[config.mk]
export PLATFORM = sky130hd
export DESIGN_NAME = antenna_rate_motion_monitor_unit_flat
export DESIGN_NICKNAME = d
export VERILOG_FILES = /design/src/rtl/core/armm_pkg.sv /design/src/rtl/core/armm_if.sv /design/src/rtl/core/armm_sdiv.sv /design/src/rtl/core/antenna_rate_motion_monitor_unit.sv /design/src/flat_wrapper.sv
export SDC_FILE = /design/constraint.sdc
export NUM_CORES = 2
export LEC_CHECK = 0
export BUFFER_PORTS_ARGS = -buffer_cell sky130_fd_sc_hd__buf_2
export CORE_ASPECT_RATIO = 1.4
export CORE_MARGIN = 3
export CORE_UTILIZATION = 40
export CTS_CLUSTER_SIZE = 30
export DETAILED_ROUTE_END_ITERATION = 8
export GPL_TIMING_DRIVEN = 0
export MAX_ROUTING_LAYER = met4
export PLACE_DENSITY = 0.65
export REMOVE_ABC_BUFFERS = 1
export SKIP_CTS_REPAIR_TIMING = 1
export SLEW_MARGIN = 20
export SYNTH_ARGS = -nofsm -noshare
export SYNTH_HDL_FRONTEND = slang
export SYNTH_SLANG_ARGS = --single-unit
[constraint.sdc]
create_clock -name clk -period 19.5 [get_ports clk]
set_input_delay 4.875 -clock clk [delete_from_list [all_inputs] [get_ports clk]]
set_output_delay 4.875 -clock clk [all_outputs]
set_load 0.01 [all_outputs]
[src/rtl/core/armm_pkg.sv]
// ----------------------------------------------------------------------------
// armm_pkg
// shared widths, register defaults and codes of the antenna rate and motion
// monitor
// ----------------------------------------------------------------------------
package armm_pkg;

  localparam int unsigned ANGLE_BITS_DEF = 16;
  localparam int unsigned TIME_BITS_DEF  = 48;

  localparam int unsigned SUM_BITS      = 32;
  localparam int unsigned RATE_BITS     = 24;
  localparam int unsigned SECS_BITS     = 28;
  localparam int unsigned STATUS_BITS   = 2;
  localparam int unsigned INTERVAL_BITS = 32;
  localparam int unsigned LIMIT_BITS    = 48;
  localparam int unsigned CFG_IDX_BITS  = 3;
  localparam int unsigned CFG_DATA_BITS = 48;

  // microseconds per second and the width of the scaled angle sum
  localparam int unsigned USEC_BITS = 20;
  localparam logic [USEC_BITS-1:0] USEC_PER_SEC = 20'd1000000;
  localparam int unsigned PROD_BITS = 51;

  // degrees per turn, for the one degree movement test
  localparam int unsigned DEG_PER_TURN = 360;

  localparam logic [INTERVAL_BITS-1:0] RATE_INTERVAL_RST   = 32'd1000000;
  localparam logic [INTERVAL_BITS-1:0] MOTION_INTERVAL_RST = 32'd1000000;
  localparam logic [LIMIT_BITS-1:0]    WARN_AFTER_RST      = 48'd30000000;
  localparam logic [LIMIT_BITS-1:0]    CRITICAL_AFTER_RST  = 48'd120000000;

  typedef enum logic [CFG_IDX_BITS-1:0] {
    CFG_RATE_INTERVAL   = 3'd0,
    CFG_MOTION_INTERVAL = 3'd1,
    CFG_WARN_AFTER      = 3'd2,
    CFG_CRITICAL_AFTER  = 3'd3,
    CFG_MOTION_ENABLE   = 3'd4
  } cfg_idx_t;

  typedef enum logic [STATUS_BITS-1:0] {
    MS_OK   = 2'd0,
    MS_WARN = 2'd1,
    MS_CRIT = 2'd2
  } status_t;

endpackage

[src/rtl/core/armm_if.sv]
// ----------------------------------------------------------------------------
// armm_if
// valid/ready channels of the monitor: angle samples, results and
// register writes
// ----------------------------------------------------------------------------
interface armm_in_if #(
  parameter int unsigned ANGLE_BITS = armm_pkg::ANGLE_BITS_DEF,
  parameter int unsigned TIME_BITS  = armm_pkg::TIME_BITS_DEF
);
  logic                  valid;
  logic                  ready;
  logic [ANGLE_BITS-1:0] azimuth;
  logic [ANGLE_BITS-1:0] elevation;
  logic [TIME_BITS-1:0]  time_us;

  modport source (output valid, azimuth, elevation, time_us, input ready);
  modport sink   (input valid, azimuth, elevation, time_us, output ready);
endinterface

interface armm_out_if;
  logic                                      valid;
  logic                                      ready;
  logic signed [armm_pkg::RATE_BITS-1:0]     rate_az;
  logic signed [armm_pkg::RATE_BITS-1:0]     rate_el;
  logic                                      rate_updated;
  logic                                      check_done;
  logic        [armm_pkg::STATUS_BITS-1:0]   motion_status;
  logic        [armm_pkg::SECS_BITS-1:0]     stopped_seconds;

  modport source (output valid, rate_az, rate_el, rate_updated, check_done,
                  motion_status, stopped_seconds, input ready);
  modport sink   (input valid, rate_az, rate_el, rate_updated, check_done,
                  motion_status, stopped_seconds, output ready);
endinterface

interface armm_cfg_if;
  logic                               valid;
  logic                               ready;
  logic [armm_pkg::CFG_IDX_BITS-1:0]  index;
  logic [armm_pkg::CFG_DATA_BITS-1:0] data;

  modport source (output valid, index, data, input ready);
  modport sink   (input valid, index, data, output ready);
endinterface

[src/rtl/core/armm_sdiv.sv]
// ----------------------------------------------------------------------------
// armm_sdiv
// bit-serial restoring divider, one quotient bit per cycle, keeping the low
// quotient bits and a sticky flag for any higher bit
// ----------------------------------------------------------------------------
module armm_sdiv #(
  parameter int unsigned DVD_BITS = armm_pkg::PROD_BITS,
  parameter int unsigned DVS_BITS = armm_pkg::TIME_BITS_DEF,
  parameter int unsigned QUO_BITS = armm_pkg::RATE_BITS
) (
  input  logic                clk,
  input  logic                rst,
  input  logic                start,
  input  logic [DVD_BITS-1:0] dividend,
  input  logic [DVS_BITS-1:0] divisor,
  output logic                busy,
  output logic [QUO_BITS-1:0] quotient,
  output logic                overflow
);

  localparam int unsigned CNT_BITS = $clog2(DVD_BITS + 1);

  logic [CNT_BITS-1:0] cnt;
  logic [DVD_BITS-1:0] dvd;
  logic [DVS_BITS-1:0] dvs;
  logic [DVS_BITS-1:0] rem;
  logic [DVS_BITS-1:0] rem_next;
  logic [DVS_BITS:0]   trial;
  logic [DVS_BITS:0]   diff;
  logic                ge;

  assign trial    = {rem, dvd[DVD_BITS-1]};
  assign ge       = trial >= {1'b0, dvs};
  assign diff     = trial - {1'b0, dvs};
  assign rem_next = ge ? diff[DVS_BITS-1:0] : trial[DVS_BITS-1:0];

  always_ff @(posedge clk) begin
    if (rst) begin
      busy <= 1'b0;
      cnt  <= '0;
    end else if (start) begin
      busy <= 1'b1;
      cnt  <= CNT_BITS'(DVD_BITS);
    end else if (busy) begin
      cnt <= cnt - 1'b1;
      if (cnt == CNT_BITS'(1)) begin
        busy <= 1'b0;
      end
    end
  end

  always_ff @(posedge clk) begin
    if (start) begin
      dvd      <= dividend;
      dvs      <= divisor;
      rem      <= '0;
      quotient <= '0;
      overflow <= 1'b0;
    end else if (busy) begin
      dvd      <= {dvd[DVD_BITS-2:0], 1'b0};
      rem      <= rem_next;
      quotient <= {quotient[QUO_BITS-2:0], ge};
      overflow <= overflow | quotient[QUO_BITS-1];
    end
  end

endmodule

[src/rtl/core/antenna_rate_motion_monitor_unit.sv]
// ----------------------------------------------------------------------------
// antenna_rate_motion_monitor_unit: azimuth/elevation rate and motion monitor
// items with a rate update or motion check go S_PREP, S_LOAD, then S_DIV until the
// bit-serial dividers finish, then S_DONE; others go from S_PREP to S_DONE
// one item at a time, next item taken in S_IDLE, entered as its result is stored
// synchronous reset restores register defaults and clears all monitor state
// ----------------------------------------------------------------------------
module antenna_rate_motion_monitor_unit #(
  parameter int unsigned ANGLE_BITS = armm_pkg::ANGLE_BITS_DEF,
  parameter int unsigned TIME_BITS  = armm_pkg::TIME_BITS_DEF
) (
  input  logic       clk,
  input  logic       rst,
  armm_in_if.sink    sample,
  armm_out_if.source result,
  armm_cfg_if.sink   cfg
);

  localparam int unsigned SUM_BITS   = armm_pkg::SUM_BITS;
  localparam int unsigned RATE_BITS  = armm_pkg::RATE_BITS;
  localparam int unsigned SECS_BITS  = armm_pkg::SECS_BITS;
  localparam int unsigned PROD_BITS  = armm_pkg::PROD_BITS;
  localparam int unsigned USEC_BITS  = armm_pkg::USEC_BITS;
  localparam int unsigned LIMIT_BITS = armm_pkg::LIMIT_BITS;
  localparam int unsigned CMP_BITS   = (TIME_BITS > LIMIT_BITS) ? TIME_BITS : LIMIT_BITS;
  localparam int unsigned DEG_BITS   = ANGLE_BITS + 10;

  typedef enum logic [4:0] {
    S_IDLE = 5'b00001,
    S_PREP = 5'b00010,
    S_LOAD = 5'b00100,
    S_DIV  = 5'b01000,
    S_DONE = 5'b10000
  } state_t;

  state_t state;

  logic [armm_pkg::INTERVAL_BITS-1:0] rate_interval;
  logic [armm_pkg::INTERVAL_BITS-1:0] motion_interval;
  logic [LIMIT_BITS-1:0]              warn_after;
  logic [LIMIT_BITS-1:0]              critical_after;
  logic                               motion_en;

  logic                        seeded;
  logic [ANGLE_BITS-1:0]       prev_az;
  logic [ANGLE_BITS-1:0]       prev_el;
  logic signed [SUM_BITS-1:0]  sum_az;
  logic signed [SUM_BITS-1:0]  sum_el;
  logic [TIME_BITS-1:0]        win_start;
  logic signed [RATE_BITS-1:0] held_az;
  logic signed [RATE_BITS-1:0] held_el;
  logic [ANGLE_BITS-1:0]       ref_az;
  logic [ANGLE_BITS-1:0]       ref_el;
  logic [TIME_BITS-1:0]        last_check;
  logic [TIME_BITS-1:0]        stop_time;

  logic [ANGLE_BITS-1:0]       s_az;
  logic [ANGLE_BITS-1:0]       s_el;
  logic [TIME_BITS-1:0]        s_t;
  logic signed [SUM_BITS-1:0]  div_sum_az;
  logic signed [SUM_BITS-1:0]  div_sum_el;
  logic [TIME_BITS-1:0]        elapsed;
  logic [TIME_BITS-1:0]        stopped;
  logic                        upd;
  logic                        chk;
  armm_pkg::status_t           status;

  logic                        res_valid;
  logic                        res_load;

  logic signed [SUM_BITS-1:0]  sum_az_new;
  logic signed [SUM_BITS-1:0]  sum_el_new;
  logic [TIME_BITS-1:0]        elapsed_c;
  logic [TIME_BITS-1:0]        since_check;
  logic [TIME_BITS-1:0]        since_stop;
  logic                        upd_c;
  logic                        chk_c;
  logic                        moved;
  logic [SUM_BITS-1:0]         mag_az;
  logic [SUM_BITS-1:0]         mag_el;
  logic [PROD_BITS-1:0]        prod_az;
  logic [PROD_BITS-1:0]        prod_el;
  logic [CMP_BITS-1:0]         stopped_cmp;
  logic                        div_start;

  logic                        busy_az;
  logic                        busy_el;
  logic                        busy_secs;
  logic [RATE_BITS-1:0]        quo_az;
  logic [RATE_BITS-1:0]        quo_el;
  logic [SECS_BITS-1:0]        quo_secs;
  logic                        ovf_az;
  logic                        ovf_el;
  logic                        ovf_secs;
  logic signed [RATE_BITS-1:0] rate_az_new;
  logic signed [RATE_BITS-1:0] rate_el_new;

  function automatic logic signed [ANGLE_BITS:0] wrap_delta(
    input logic [ANGLE_BITS-1:0] now,
    input logic [ANGLE_BITS-1:0] old
  );
    logic [ANGLE_BITS-1:0] d;
    d = now - old;
    return {(d > {1'b1, {(ANGLE_BITS-1){1'b0}}}), d};
  endfunction

  function automatic logic signed [SUM_BITS-1:0] sat_add(
    input logic signed [SUM_BITS-1:0] a,
    input logic signed [ANGLE_BITS:0] b
  );
    logic signed [SUM_BITS:0] s;
    logic signed [SUM_BITS-1:0] r;
    s = (SUM_BITS+1)'(a) + (SUM_BITS+1)'(b);
    if (s[SUM_BITS] != s[SUM_BITS-1]) begin
      r = s[SUM_BITS] ? {1'b1, {(SUM_BITS-1){1'b0}}} : {1'b0, {(SUM_BITS-1){1'b1}}};
    end else begin
      r = s[SUM_BITS-1:0];
    end
    return r;
  endfunction

  function automatic logic over_degree(
    input logic [ANGLE_BITS-1:0] now,
    input logic [ANGLE_BITS-1:0] old
  );
    logic signed [ANGLE_BITS:0] d;
    logic [ANGLE_BITS:0]        mag;
    d   = wrap_delta(now, old);
    mag = d[ANGLE_BITS] ? (ANGLE_BITS+1)'(-d) : (ANGLE_BITS+1)'(d);
    return (DEG_BITS'(mag) * DEG_BITS'(armm_pkg::DEG_PER_TURN)) >
           (DEG_BITS'(1) << ANGLE_BITS);
  endfunction

  function automatic logic signed [RATE_BITS-1:0] sat_rate(
    input logic                 neg,
    input logic [RATE_BITS-1:0] q,
    input logic                 ovf
  );
    logic big;
    logic signed [RATE_BITS-1:0] r;
    big = ovf | q[RATE_BITS-1];
    if (neg) begin
      r = big ? {1'b1, {(RATE_BITS-1){1'b0}}} : -q;
    end else begin
      r = big ? {1'b0, {(RATE_BITS-1){1'b1}}} : q;
    end
    return r;
  endfunction

  // register port
  assign cfg.ready = 1'b1;

  always_ff @(posedge clk) begin
    if (rst) begin
      rate_interval   <= armm_pkg::RATE_INTERVAL_RST;
      motion_interval <= armm_pkg::MOTION_INTERVAL_RST;
      warn_after      <= armm_pkg::WARN_AFTER_RST;
      critical_after  <= armm_pkg::CRITICAL_AFTER_RST;
      motion_en       <= 1'b1;
    end else if (cfg.valid) begin
      case (armm_pkg::cfg_idx_t'(cfg.index))
        armm_pkg::CFG_RATE_INTERVAL: begin
          rate_interval <= cfg.data[armm_pkg::INTERVAL_BITS-1:0];
        end
        armm_pkg::CFG_MOTION_INTERVAL: begin
          motion_interval <= cfg.data[armm_pkg::INTERVAL_BITS-1:0];
        end
        armm_pkg::CFG_WARN_AFTER: begin
          warn_after <= cfg.data[LIMIT_BITS-1:0];
        end
        armm_pkg::CFG_CRITICAL_AFTER: begin
          critical_after <= cfg.data[LIMIT_BITS-1:0];
        end
        armm_pkg::CFG_MOTION_ENABLE: begin
          motion_en <= cfg.data[0];
        end
        default: begin
        end
      endcase
    end
  end

  // per-sample update terms
  assign sum_az_new  = sat_add(sum_az, wrap_delta(s_az, prev_az));
  assign sum_el_new  = sat_add(sum_el, wrap_delta(s_el, prev_el));
  assign elapsed_c   = s_t - win_start;
  assign since_check = s_t - last_check;
  assign since_stop  = s_t - stop_time;
  assign upd_c       = elapsed_c > TIME_BITS'(rate_interval);
  assign chk_c       = motion_en && (since_check >= TIME_BITS'(motion_interval));
  assign moved       = over_degree(s_el, ref_el) || over_degree(s_az, ref_az);

  // scaled magnitudes for the rate division
  assign mag_az  = div_sum_az[SUM_BITS-1] ? SUM_BITS'(-div_sum_az) : SUM_BITS'(div_sum_az);
  assign mag_el  = div_sum_el[SUM_BITS-1] ? SUM_BITS'(-div_sum_el) : SUM_BITS'(div_sum_el);
  assign prod_az = PROD_BITS'(mag_az) * PROD_BITS'(armm_pkg::USEC_PER_SEC);
  assign prod_el = PROD_BITS'(mag_el) * PROD_BITS'(armm_pkg::USEC_PER_SEC);

  assign stopped_cmp = CMP_BITS'(stopped);
  assign div_start   = (state == S_LOAD);

  armm_sdiv #(
    .DVD_BITS (PROD_BITS),
    .DVS_BITS (TIME_BITS),
    .QUO_BITS (RATE_BITS)
  ) u_div_az (
    .clk      (clk),
    .rst      (rst),
    .start    (div_start),
    .dividend (prod_az),
    .divisor  (elapsed),
    .busy     (busy_az),
    .quotient (quo_az),
    .overflow (ovf_az)
  );

  armm_sdiv #(
    .DVD_BITS (PROD_BITS),
    .DVS_BITS (TIME_BITS),
    .QUO_BITS (RATE_BITS)
  ) u_div_el (
    .clk      (clk),
    .rst      (rst),
    .start    (div_start),
    .dividend (prod_el),
    .divisor  (elapsed),
    .busy     (busy_el),
    .quotient (quo_el),
    .overflow (ovf_el)
  );

  armm_sdiv #(
    .DVD_BITS (TIME_BITS),
    .DVS_BITS (USEC_BITS),
    .QUO_BITS (SECS_BITS)
  ) u_div_secs (
    .clk      (clk),
    .rst      (rst),
    .start    (div_start),
    .dividend (stopped),
    .divisor  (armm_pkg::USEC_PER_SEC),
    .busy     (busy_secs),
    .quotient (quo_secs),
    .overflow (ovf_secs)
  );

  assign rate_az_new = sat_rate(div_sum_az[SUM_BITS-1], quo_az, ovf_az);
  assign rate_el_new = sat_rate(div_sum_el[SUM_BITS-1], quo_el, ovf_el);

  assign sample.ready = (state == S_IDLE);
  assign res_load     = (state == S_DONE) && (!res_valid || result.ready);

  // sequencer and monitor state
  always_ff @(posedge clk) begin
    if (rst) begin
      state      <= S_IDLE;
      seeded     <= 1'b0;
      prev_az    <= '0;
      prev_el    <= '0;
      sum_az     <= '0;
      sum_el     <= '0;
      win_start  <= '0;
      held_az    <= '0;
      held_el    <= '0;
      ref_az     <= '0;
      ref_el     <= '0;
      last_check <= '0;
      stop_time  <= '0;
      upd        <= 1'b0;
      chk        <= 1'b0;
    end else begin
      case (state)
        S_IDLE: begin
          if (sample.valid) begin
            state <= S_PREP;
          end
        end
        S_PREP: begin
          prev_az <= s_az;
          prev_el <= s_el;
          if (!seeded) begin
            seeded     <= 1'b1;
            sum_az     <= '0;
            sum_el     <= '0;
            held_az    <= '0;
            held_el    <= '0;
            win_start  <= s_t;
            last_check <= s_t;
            upd        <= 1'b0;
            chk        <= 1'b0;
            state      <= S_DONE;
          end else begin
            upd <= upd_c;
            chk <= chk_c;
            if (upd_c) begin
              win_start <= s_t;
              sum_az    <= '0;
              sum_el    <= '0;
            end else begin
              sum_az <= sum_az_new;
              sum_el <= sum_el_new;
            end
            if (chk_c) begin
              last_check <= s_t;
              if (moved) begin
                ref_az    <= s_az;
                ref_el    <= s_el;
                stop_time <= s_t;
              end
            end
            state <= (upd_c || chk_c) ? S_LOAD : S_DONE;
          end
        end
        S_LOAD: begin
          state <= S_DIV;
        end
        S_DIV: begin
          if (!busy_az && !busy_el && !busy_secs) begin
            state <= S_DONE;
          end
        end
        S_DONE: begin
          if (res_load) begin
            if (upd) begin
              held_az <= rate_az_new;
              held_el <= rate_el_new;
            end
            state <= S_IDLE;
          end
        end
        default: begin
          state <= S_IDLE;
        end
      endcase
    end
  end

  // item capture and division operands
  always_ff @(posedge clk) begin
    if (sample.valid && sample.ready) begin
      s_az <= sample.azimuth;
      s_el <= sample.elevation;
      s_t  <= sample.time_us;
    end
    if (state == S_PREP) begin
      div_sum_az <= sum_az_new;
      div_sum_el <= sum_el_new;
      elapsed    <= elapsed_c;
      stopped    <= moved ? '0 : since_stop;
    end
    if (state == S_LOAD) begin
      if (stopped_cmp < CMP_BITS'(warn_after)) begin
        status <= armm_pkg::MS_OK;
      end else if (stopped_cmp < CMP_BITS'(critical_after)) begin
        status <= armm_pkg::MS_WARN;
      end else begin
        status <= armm_pkg::MS_CRIT;
      end
    end
  end

  // result register
  always_ff @(posedge clk) begin
    if (rst) begin
      res_valid <= 1'b0;
    end else if (res_load) begin
      res_valid <= 1'b1;
    end else if (result.ready) begin
      res_valid <= 1'b0;
    end
  end

  always_ff @(posedge clk) begin
    if (res_load) begin
      result.rate_az      <= upd ? rate_az_new : held_az;
      result.rate_el      <= upd ? rate_el_new : held_el;
      result.rate_updated <= upd;
      result.check_done   <= chk;
      result.motion_status   <= chk ? status : armm_pkg::MS_OK;
      result.stopped_seconds <= !chk ? '0 : (ovf_secs ? '1 : quo_secs);
    end
  end

  assign result.valid = res_valid;

`ifndef SYNTHESIS
  a_accept_to_prep: assert property (@(posedge clk) disable iff (rst)
    (sample.valid && sample.ready) |=> (state == S_PREP))
    else $error("accepted item did not start processing");

  a_no_check_fields: assert property (@(posedge clk) disable iff (rst)
    (result.valid && !result.check_done) |->
      (result.motion_status == armm_pkg::MS_OK && result.stopped_seconds == '0))
    else $error("motion fields set without a check");

  a_div_idle_at_done: assert property (@(posedge clk) disable iff (rst)
    (state == S_DONE) |-> (!busy_az && !busy_el && !busy_secs))
    else $error("result taken while a divider is running");

  a_seed_clears_rates: assert property (@(posedge clk) disable iff (rst)
    $rose(seeded) |-> (held_az == '0 && held_el == '0))
    else $error("held rates not cleared by seed item");
`endif

endmodule
[src/flat_wrapper.sv]
// flat-port wrapper written by rule: the top's interface ports become plain ports
module antenna_rate_motion_monitor_unit_flat 
#(
  parameter int unsigned ANGLE_BITS = armm_pkg::ANGLE_BITS_DEF,
  parameter int unsigned TIME_BITS  = armm_pkg::TIME_BITS_DEF
)
  (clk, rst, sample_valid, sample_azimuth, sample_elevation, sample_time_us, sample_ready, result_valid, result_rate_az, result_rate_el, result_rate_updated, result_check_done, result_motion_status, result_stopped_seconds, result_ready, cfg_valid, cfg_index, cfg_data, cfg_ready);
  armm_in_if #(.ANGLE_BITS(ANGLE_BITS), .TIME_BITS(TIME_BITS)) sample_i ();
  armm_out_if result_i ();
  armm_cfg_if cfg_i ();
  input  logic clk;
  input  logic rst;
  input wire logic [$bits(sample_i.valid)-1:0] sample_valid;
  input wire logic [$bits(sample_i.azimuth)-1:0] sample_azimuth;
  input wire logic [$bits(sample_i.elevation)-1:0] sample_elevation;
  input wire logic [$bits(sample_i.time_us)-1:0] sample_time_us;
  output wire logic [$bits(sample_i.ready)-1:0] sample_ready;
  output wire logic [$bits(result_i.valid)-1:0] result_valid;
  output wire logic [$bits(result_i.rate_az)-1:0] result_rate_az;
  output wire logic [$bits(result_i.rate_el)-1:0] result_rate_el;
  output wire logic [$bits(result_i.rate_updated)-1:0] result_rate_updated;
  output wire logic [$bits(result_i.check_done)-1:0] result_check_done;
  output wire logic [$bits(result_i.motion_status)-1:0] result_motion_status;
  output wire logic [$bits(result_i.stopped_seconds)-1:0] result_stopped_seconds;
  input wire logic [$bits(result_i.ready)-1:0] result_ready;
  input wire logic [$bits(cfg_i.valid)-1:0] cfg_valid;
  input wire logic [$bits(cfg_i.index)-1:0] cfg_index;
  input wire logic [$bits(cfg_i.data)-1:0] cfg_data;
  output wire logic [$bits(cfg_i.ready)-1:0] cfg_ready;
  assign sample_i.valid = sample_valid;
  assign sample_i.azimuth = sample_azimuth;
  assign sample_i.elevation = sample_elevation;
  assign sample_i.time_us = sample_time_us;
  assign sample_ready = sample_i.ready;
  assign result_valid = result_i.valid;
  assign result_rate_az = result_i.rate_az;
  assign result_rate_el = result_i.rate_el;
  assign result_rate_updated = result_i.rate_updated;
  assign result_check_done = result_i.check_done;
  assign result_motion_status = result_i.motion_status;
  assign result_stopped_seconds = result_i.stopped_seconds;
  assign result_i.ready = result_ready;
  assign cfg_i.valid = cfg_valid;
  assign cfg_i.index = cfg_index;
  assign cfg_i.data = cfg_data;
  assign cfg_ready = cfg_i.ready;
  antenna_rate_motion_monitor_unit #(.ANGLE_BITS(ANGLE_BITS), .TIME_BITS(TIME_BITS)) u_core (.clk(clk), .rst(rst), .sample(sample_i), .result(result_i), .cfg(cfg_i));
endmodule
## Word level (Yosys, flattened, before mapping)

Cells that the tools add are included.

- Bits in registers: 1214
- Input port bits: 136
- Output and inout bits: 83

- $add $sub $neg: 21
- $mul: 4
- $lt $le $gt $ge: 13
- Equal/unequal tests: 20
- Mux-type cells: 65
- Bitwise gates (word level): 3
- Reductions and logical operators: 29

Operators with widths:

| operator | count |
|---|---|
| two-way mux 48 bit | 8 |
| two-way mux 32 bit | 10 |
| two-way mux 24 bit | 11 |
| subtractor 48 bit | 5 |
| two-way mux 51 bit | 4 |
| greater-or-equal comparator 49 x 48 -> 1 bit | 2 |
| less-than comparator 48 bit | 2 |
| case mux 24 bit (2 select lines) | 2 |
| multiplier 32 x 14 -> 45 bit, second input constant | 2 |
| adder 32 x 17 -> 33 bit | 2 |
| greater-than comparator 16 bit, second input constant | 4 |
| negation 32 bit | 2 |
| subtractor 16 bit | 4 |
| greater-than comparator 26 x 17 -> 1 bit, second input constant | 2 |
| greater-or-equal comparator 48 x 32 -> 1 bit | 1 |
| greater-than comparator 48 x 32 -> 1 bit | 1 |
| negation 24 bit | 2 |
| multiplier 17 x 6 -> 23 bit, second input constant | 2 |
| two-way mux 6 bit | 6 |
| two-way mux 17 bit | 2 |
| negation 17 bit | 2 |
| two-way mux 28 bit | 1 |
| two-way mux 5 bit | 5 |
| case mux 5 bit (5 select lines) | 1 |
| 28 further kinds | 72 |

## Depth between registers and ports, before layout

- Depth in word-level cells: 8
- Mapped depth: 36
- Mapped depth without buffers: 33

## Cells and area by module

A second synthesis with hierarchy kept.

- Cells, all modules: 10268
- Area total of the unflattened synthesis: 94987.4 um^2

By module, submodules not included:

| module | times used | cells each | area each (um^2) |
|---|---|---|---|
| antenna_rate_motion_monitor_unit | 1 | 7766 | 68988.7 |
| armm_sdiv (u_core.u_div_az ...) | 2 | 999 | 10050.9 |
| armm_sdiv (u_core.u_div_secs) | 1 | 504 | 5896.9 |

## Worst setup path before layout

OpenSTA, ideal clock, no wires.

- Path type: input-to-reg
- Start point: in sample_valid
- End point: reg u_core.s_az[0] (enable)
- Setup time: 0.717 ns
- Arrival time: 12.474 ns
- Setup slack: 6.308 ns
- Stages: 2
- Path buffers: 0
- Path through: inv_1 -> nor4_1

- Word-level cells in the longest chain between the ends: 1

RTL lines:

| element | line | RTL |
|---|---|---|
| start, declared | flat_wrapper.sv:13 | `input wire logic [$bits(sample_i.valid)-1:0] sample_valid;` |
| logical AND 1 bit | antenna_rate_motion_monitor_unit.sv:340 | `if (sample.valid && sample.ready) begin` |
| end signal, assigned | antenna_rate_motion_monitor_unit.sv:341 | `s_az <= sample.azimuth;` |
| end, declared | antenna_rate_motion_monitor_unit.sv:57 | `logic [ANGLE_BITS-1:0] s_az;` |

No other way between the ends.
A chain may end at the register's enable or synchronous reset.

## Final worst setup path

- Start point: reg u_core.s_el[0]
- End point: reg u_core.stop_time[4]

- Word-level cells in the longest chain between the ends: 8

RTL lines:

| element | line | RTL |
|---|---|---|
| start, declared | antenna_rate_motion_monitor_unit.sv:58 | `logic [ANGLE_BITS-1:0] s_el;` |
| start signal, assigned | antenna_rate_motion_monitor_unit.sv:342 | `s_el <= sample.elevation;` |
| subtractor 16 bit * | antenna_rate_motion_monitor_unit.sv:103 | `d = now - old;` |
| greater-than comparator 16 bit | antenna_rate_motion_monitor_unit.sv:104 | `return {(d > {1'b1, {(ANGLE_BITS-1){1'b0}}}), d};` |
| negation 17 bit | antenna_rate_motion_monitor_unit.sv:129 | `mag = d[ANGLE_BITS] ? (ANGLE_BITS+1)'(-d) : (ANGLE_BITS+1)'(d);` |
| two-way mux 17 bit * | antenna_rate_motion_monitor_unit.sv:129 |  |
| multiplier 17 x 6 -> 23 bit * | antenna_rate_motion_monitor_unit.sv:130 | `return (DEG_BITS'(mag) * DEG_BITS'(armm_pkg::DEG_PER_TURN)) >` |
| greater-than comparator 26 x 17 -> 1 bit * | antenna_rate_motion_monitor_unit.sv:130 |  |
| logical OR 1 bit * | antenna_rate_motion_monitor_unit.sv:191 | `assign moved = over_degree(s_el, ref_el) \|\| over_degree(s_az, ref_az);` |
| AND reduction 4 bit (no source line) * | - |  |
| end signal, assigned | antenna_rate_motion_monitor_unit.sv:308 | `stop_time <= s_t;` |
| end, declared | antenna_rate_motion_monitor_unit.sv:55 | `logic [TIME_BITS-1:0] stop_time;` |

Every way passes the cells marked *; elsewhere a longest branch is shown, timed or not.

==> impl_metrics.ini <==
[status]
outcome = completed

[floorplan]
core-area_mm2 = 0.225
dieWidth_um = 408
row_count = 206
initial_core_util_pct = 40.3
dieHeight_um = 569
pin_count = 219
dieArea_mm2 = 0.233

[clock_network]
htree_levels = 4
cts_sinks = 1214
cts_tree = done
cts.reportedPaths.clkPinSlew_ps = 60
cts_buffer_depth = 4
insertion_delay_ps = 840
root_buffer = clkbuf_16
cts-buffers-inserted = 140

[route]
drc_errors = 0
viasPerCell = 5.43
wl_per_cell_um = 17.7
dr.pass1.iters = 6
ant_nets = 0
routed-via-count = 72400
drtIter0Drc = 4153
drt-total-wl_um = 236000

[pwr]
pwr-share-seq_pct = 21.7
p_comb_share_pct = 57.7
total_power_mw = 13.0
power.density_mw_per_mm2 = 129
switching_power_mw = 5.53
swShare_pct = 42.7
ir_drop_mv = 0.167
p_leak_nw = 42.7
p_int_mw = 7.43
clockPowerShare_pct = 20.5

[layout]
drive_above_1_share_pct = 6.35
post-route-util_pct = 44.5
layout.nets = 11600
syn_to_final_growth_pct = 10.6

[sta]
rsz0062_at_grt = no
hold_ws_ps = 402
drv_slew = 0
hold_violations = 0
slew_headroom_pct = 21.4
skew_ps = 84.7
setup-tns-final_ps = 0
worst_slew_pin_slew_ps = 1160
fmaxAchievable_mhz = 92.2
setup_viol_count_final = 0
min_period_ps = 10850
finalCritPeriodShare_pct = 55.6

[logic_synthesis]
ys_seq_area_share_pct = 32.4
ys_warn_count = 0
synth_edf_count = 508
synthTopCellsByArea = edfxtp_1 (17%), dfxtp_1 (16%), ha_1 (13%), fa_1 (7.0%), nand2_1 (4.4%)
synthCells = 10100
ys_seq_elements = 1214
yosys.area.top_type = edfxtp_1
yosysUniqueCellTypes = 98
syn-cell-area_mm2 = 0.0907
syn_avg_cell_area_um2 = 8.95
async_reset_ff_share_pct = 0
synth-main-ff-cell = dfxtp_1
yosysTopAreaCellShare_pct = 16.8

[grt]
grt_pass1_vias = 73000
grtUsageTotal_pct = 20.3
overflow = 0
grt_max_degree = 156
antenna_found_initial = 7
grt_pass1_wl_um = 378000

[setup_path]
end_kind = register
r2r-start = u_core.s_el[0]$_DFFE_PP_
path_buf_inv = 12
max_stage_delay_ps = 850
crit_fanout = 11
cp-start-kind = register
cp_data_arrival_time_ps = 11570
crit_type = register to register
critical_path_required_ps = 20220
cpMostUsedCell = buf_4
critPathSlowestCell = a41oi_1
crit_family = compound AO/OA/AOI/OAI gates
startpoint = u_core.s_el[0]$_DFFE_PP_

[placement]
place_congestion = 0.963
port_buffers = 217
dp_hpwl_um = 185000

[job]
maxCapViolations = 0

[hold_path]
hold_class = register to register
hp-start = u_core.elapsed[22]$_DFFE_PP_
==> through the flow <==
step           cell area [µm²]  std cells  setup WS [ps]
2_1_floorplan            89100       9743           3790
3_3_place_gp             93900      13000          -7000
3_5_place_dp             95700      13100           8680
4_1_cts                 100000      13300           8660
5_1_grt                 100000      13300           8040
6_report                100000      13300           8650
==> sequential cells by signal, indices dropped and copies added (netlist names), 28 cells and up <==
| register | cells |
|---|---|
| u_core.critical_after | 48 |
| u_core.elapsed | 48 |
| u_core.last_check | 48 |
| u_core.s_t | 48 |
| u_core.stop_time | 48 |
| u_core.stopped | 48 |
| u_core.u_div_az.dvs | 48 |
| u_core.u_div_az.rem | 48 |
| u_core.u_div_el.rem | 48 |
| u_core.u_div_secs.dvd | 48 |
| u_core.warn_after | 48 |
| u_core.win_start | 48 |
| u_core.u_div_az.dvd | 45 |
| u_core.u_div_el.dvd | 45 |
| u_core.div_sum_az | 32 |
| u_core.div_sum_el | 32 |
| u_core.motion_interval | 32 |
| u_core.rate_interval | 32 |
| u_core.sum_az | 32 |
| u_core.sum_el | 32 |
| u_core.result.stopped_seconds | 28 |
| u_core.u_div_secs.quotient | 28 |
==> cells in the mapped netlist (all sizes together), types with 24 or more instances <==
master	count
a211o	43
a211oi	125
a21o	321
a21oi	778
a22oi	49
a31oi	66
and2	79
and3	65
buf	68
clkbuf	322
dfxtp	706
edfxtp	508
fa	315
ha	929
inv	1044
mux2	24
mux2i	324
nand2	1063
nand2b	329
nand3	151
nand3b	36
nand4	94
nor2	562
nor2b	83
nor3	126
nor4	40
o211ai	45
o21a	106
o21ai	570
o21bai	68
o31a	26
o31ai	50
or2	28
or3	51
or4	27
xnor2	342
xor2	220
==> kinds of logic after synthesis <==
| kind of cell | share of synthesized area, % |
|---|---|
| other cells | 0.00828 |
| mux | 3.87 |
| xor+xnor | 5.44 |
| flops | 32.4 |
| simple gates | 14.7 |
| fa+ha+maj | 20.0 |
| compound gates | 17.5 |
| buf+inv | 6.11 |
==> worst paths after layout <==
path	end	slack [ps]	depth (start not counted)
setup / recovery	u_core.stop_time[4]$_SDFFE_PP0P_	8650	39
hold / removal	u_core.u_div_az.dvs[22]$_DFFE_PN_	400	0
setup reg to reg	u_core.stop_time[4]$_SDFFE_PP0P_	8650	39
hold reg to reg	u_core.u_div_az.dvs[22]$_DFFE_PN_	400	0
==> cells in the final DEF (no fill, tap or decap), types with 144 or more instances in the layout <==
| master | synthesis | layout |
|---|---|---|
| clkbuf_16 | 0 | 144 |
| inv_1 | 1043 | 1042 |
| a21oi_1 | 778 | 777 |
| nor2_1 | 562 | 560 |
| edfxtp_1 | 508 | 508 |
| nand2_1 | 1063 | 1063 |
| ha_1 | 929 | 929 |
| dfxtp_1 | 706 | 701 |
| fa_1 | 315 | 315 |
| buf_2 | 20 | 228 |
| mux2i_1 | 324 | 324 |
| xor2_1 | 220 | 219 |
| nand3_1 | 151 | 149 |
| o21ai_0 | 554 | 553 |
| a21o_1 | 321 | 320 |
| nand2b_1 | 329 | 326 |
| xnor2_1 | 341 | 329 |
==> power by group through the flow <==
stage | sequential, mW | combinational [mW] | clock (mW)
2_1_floorplan | 2.85 | 5.83 | 0
3_3_place_gp | 2.88 | 7.31 | 0
3_5_place_dp | 2.87 | 7.45 | 0
4_1_cts | 2.81 | 7.52 | 2.73
5_1_grt | 2.82 | 8.50 | 2.82
6_report | 2.82 | 7.48 | 2.66
==> per-layer routing <==
layer / track usage, % / vias to the layer above / part of all wire [%]
met1: 22.9 / 34800 / 41
met5: - / - / 0
met2: 36.3 / 1509 / 51
li1: - / 35500 / -
met4: 8.77 / 0 / 4.7
met3: 2.17 / 530 / 3.8
==> cell type report <==
type	instances	area [µm²]
flip-flops and latches	1214	29400
inverters	1045	3940
clock buffers	180	3830
clock inverters	67	709
well taps	3016	3770
multi-input cells	7484	56000
fillers	21900	125000
repair buffers	314	2630
diodes	6	15.0
(Power assumes the default switching activity.)
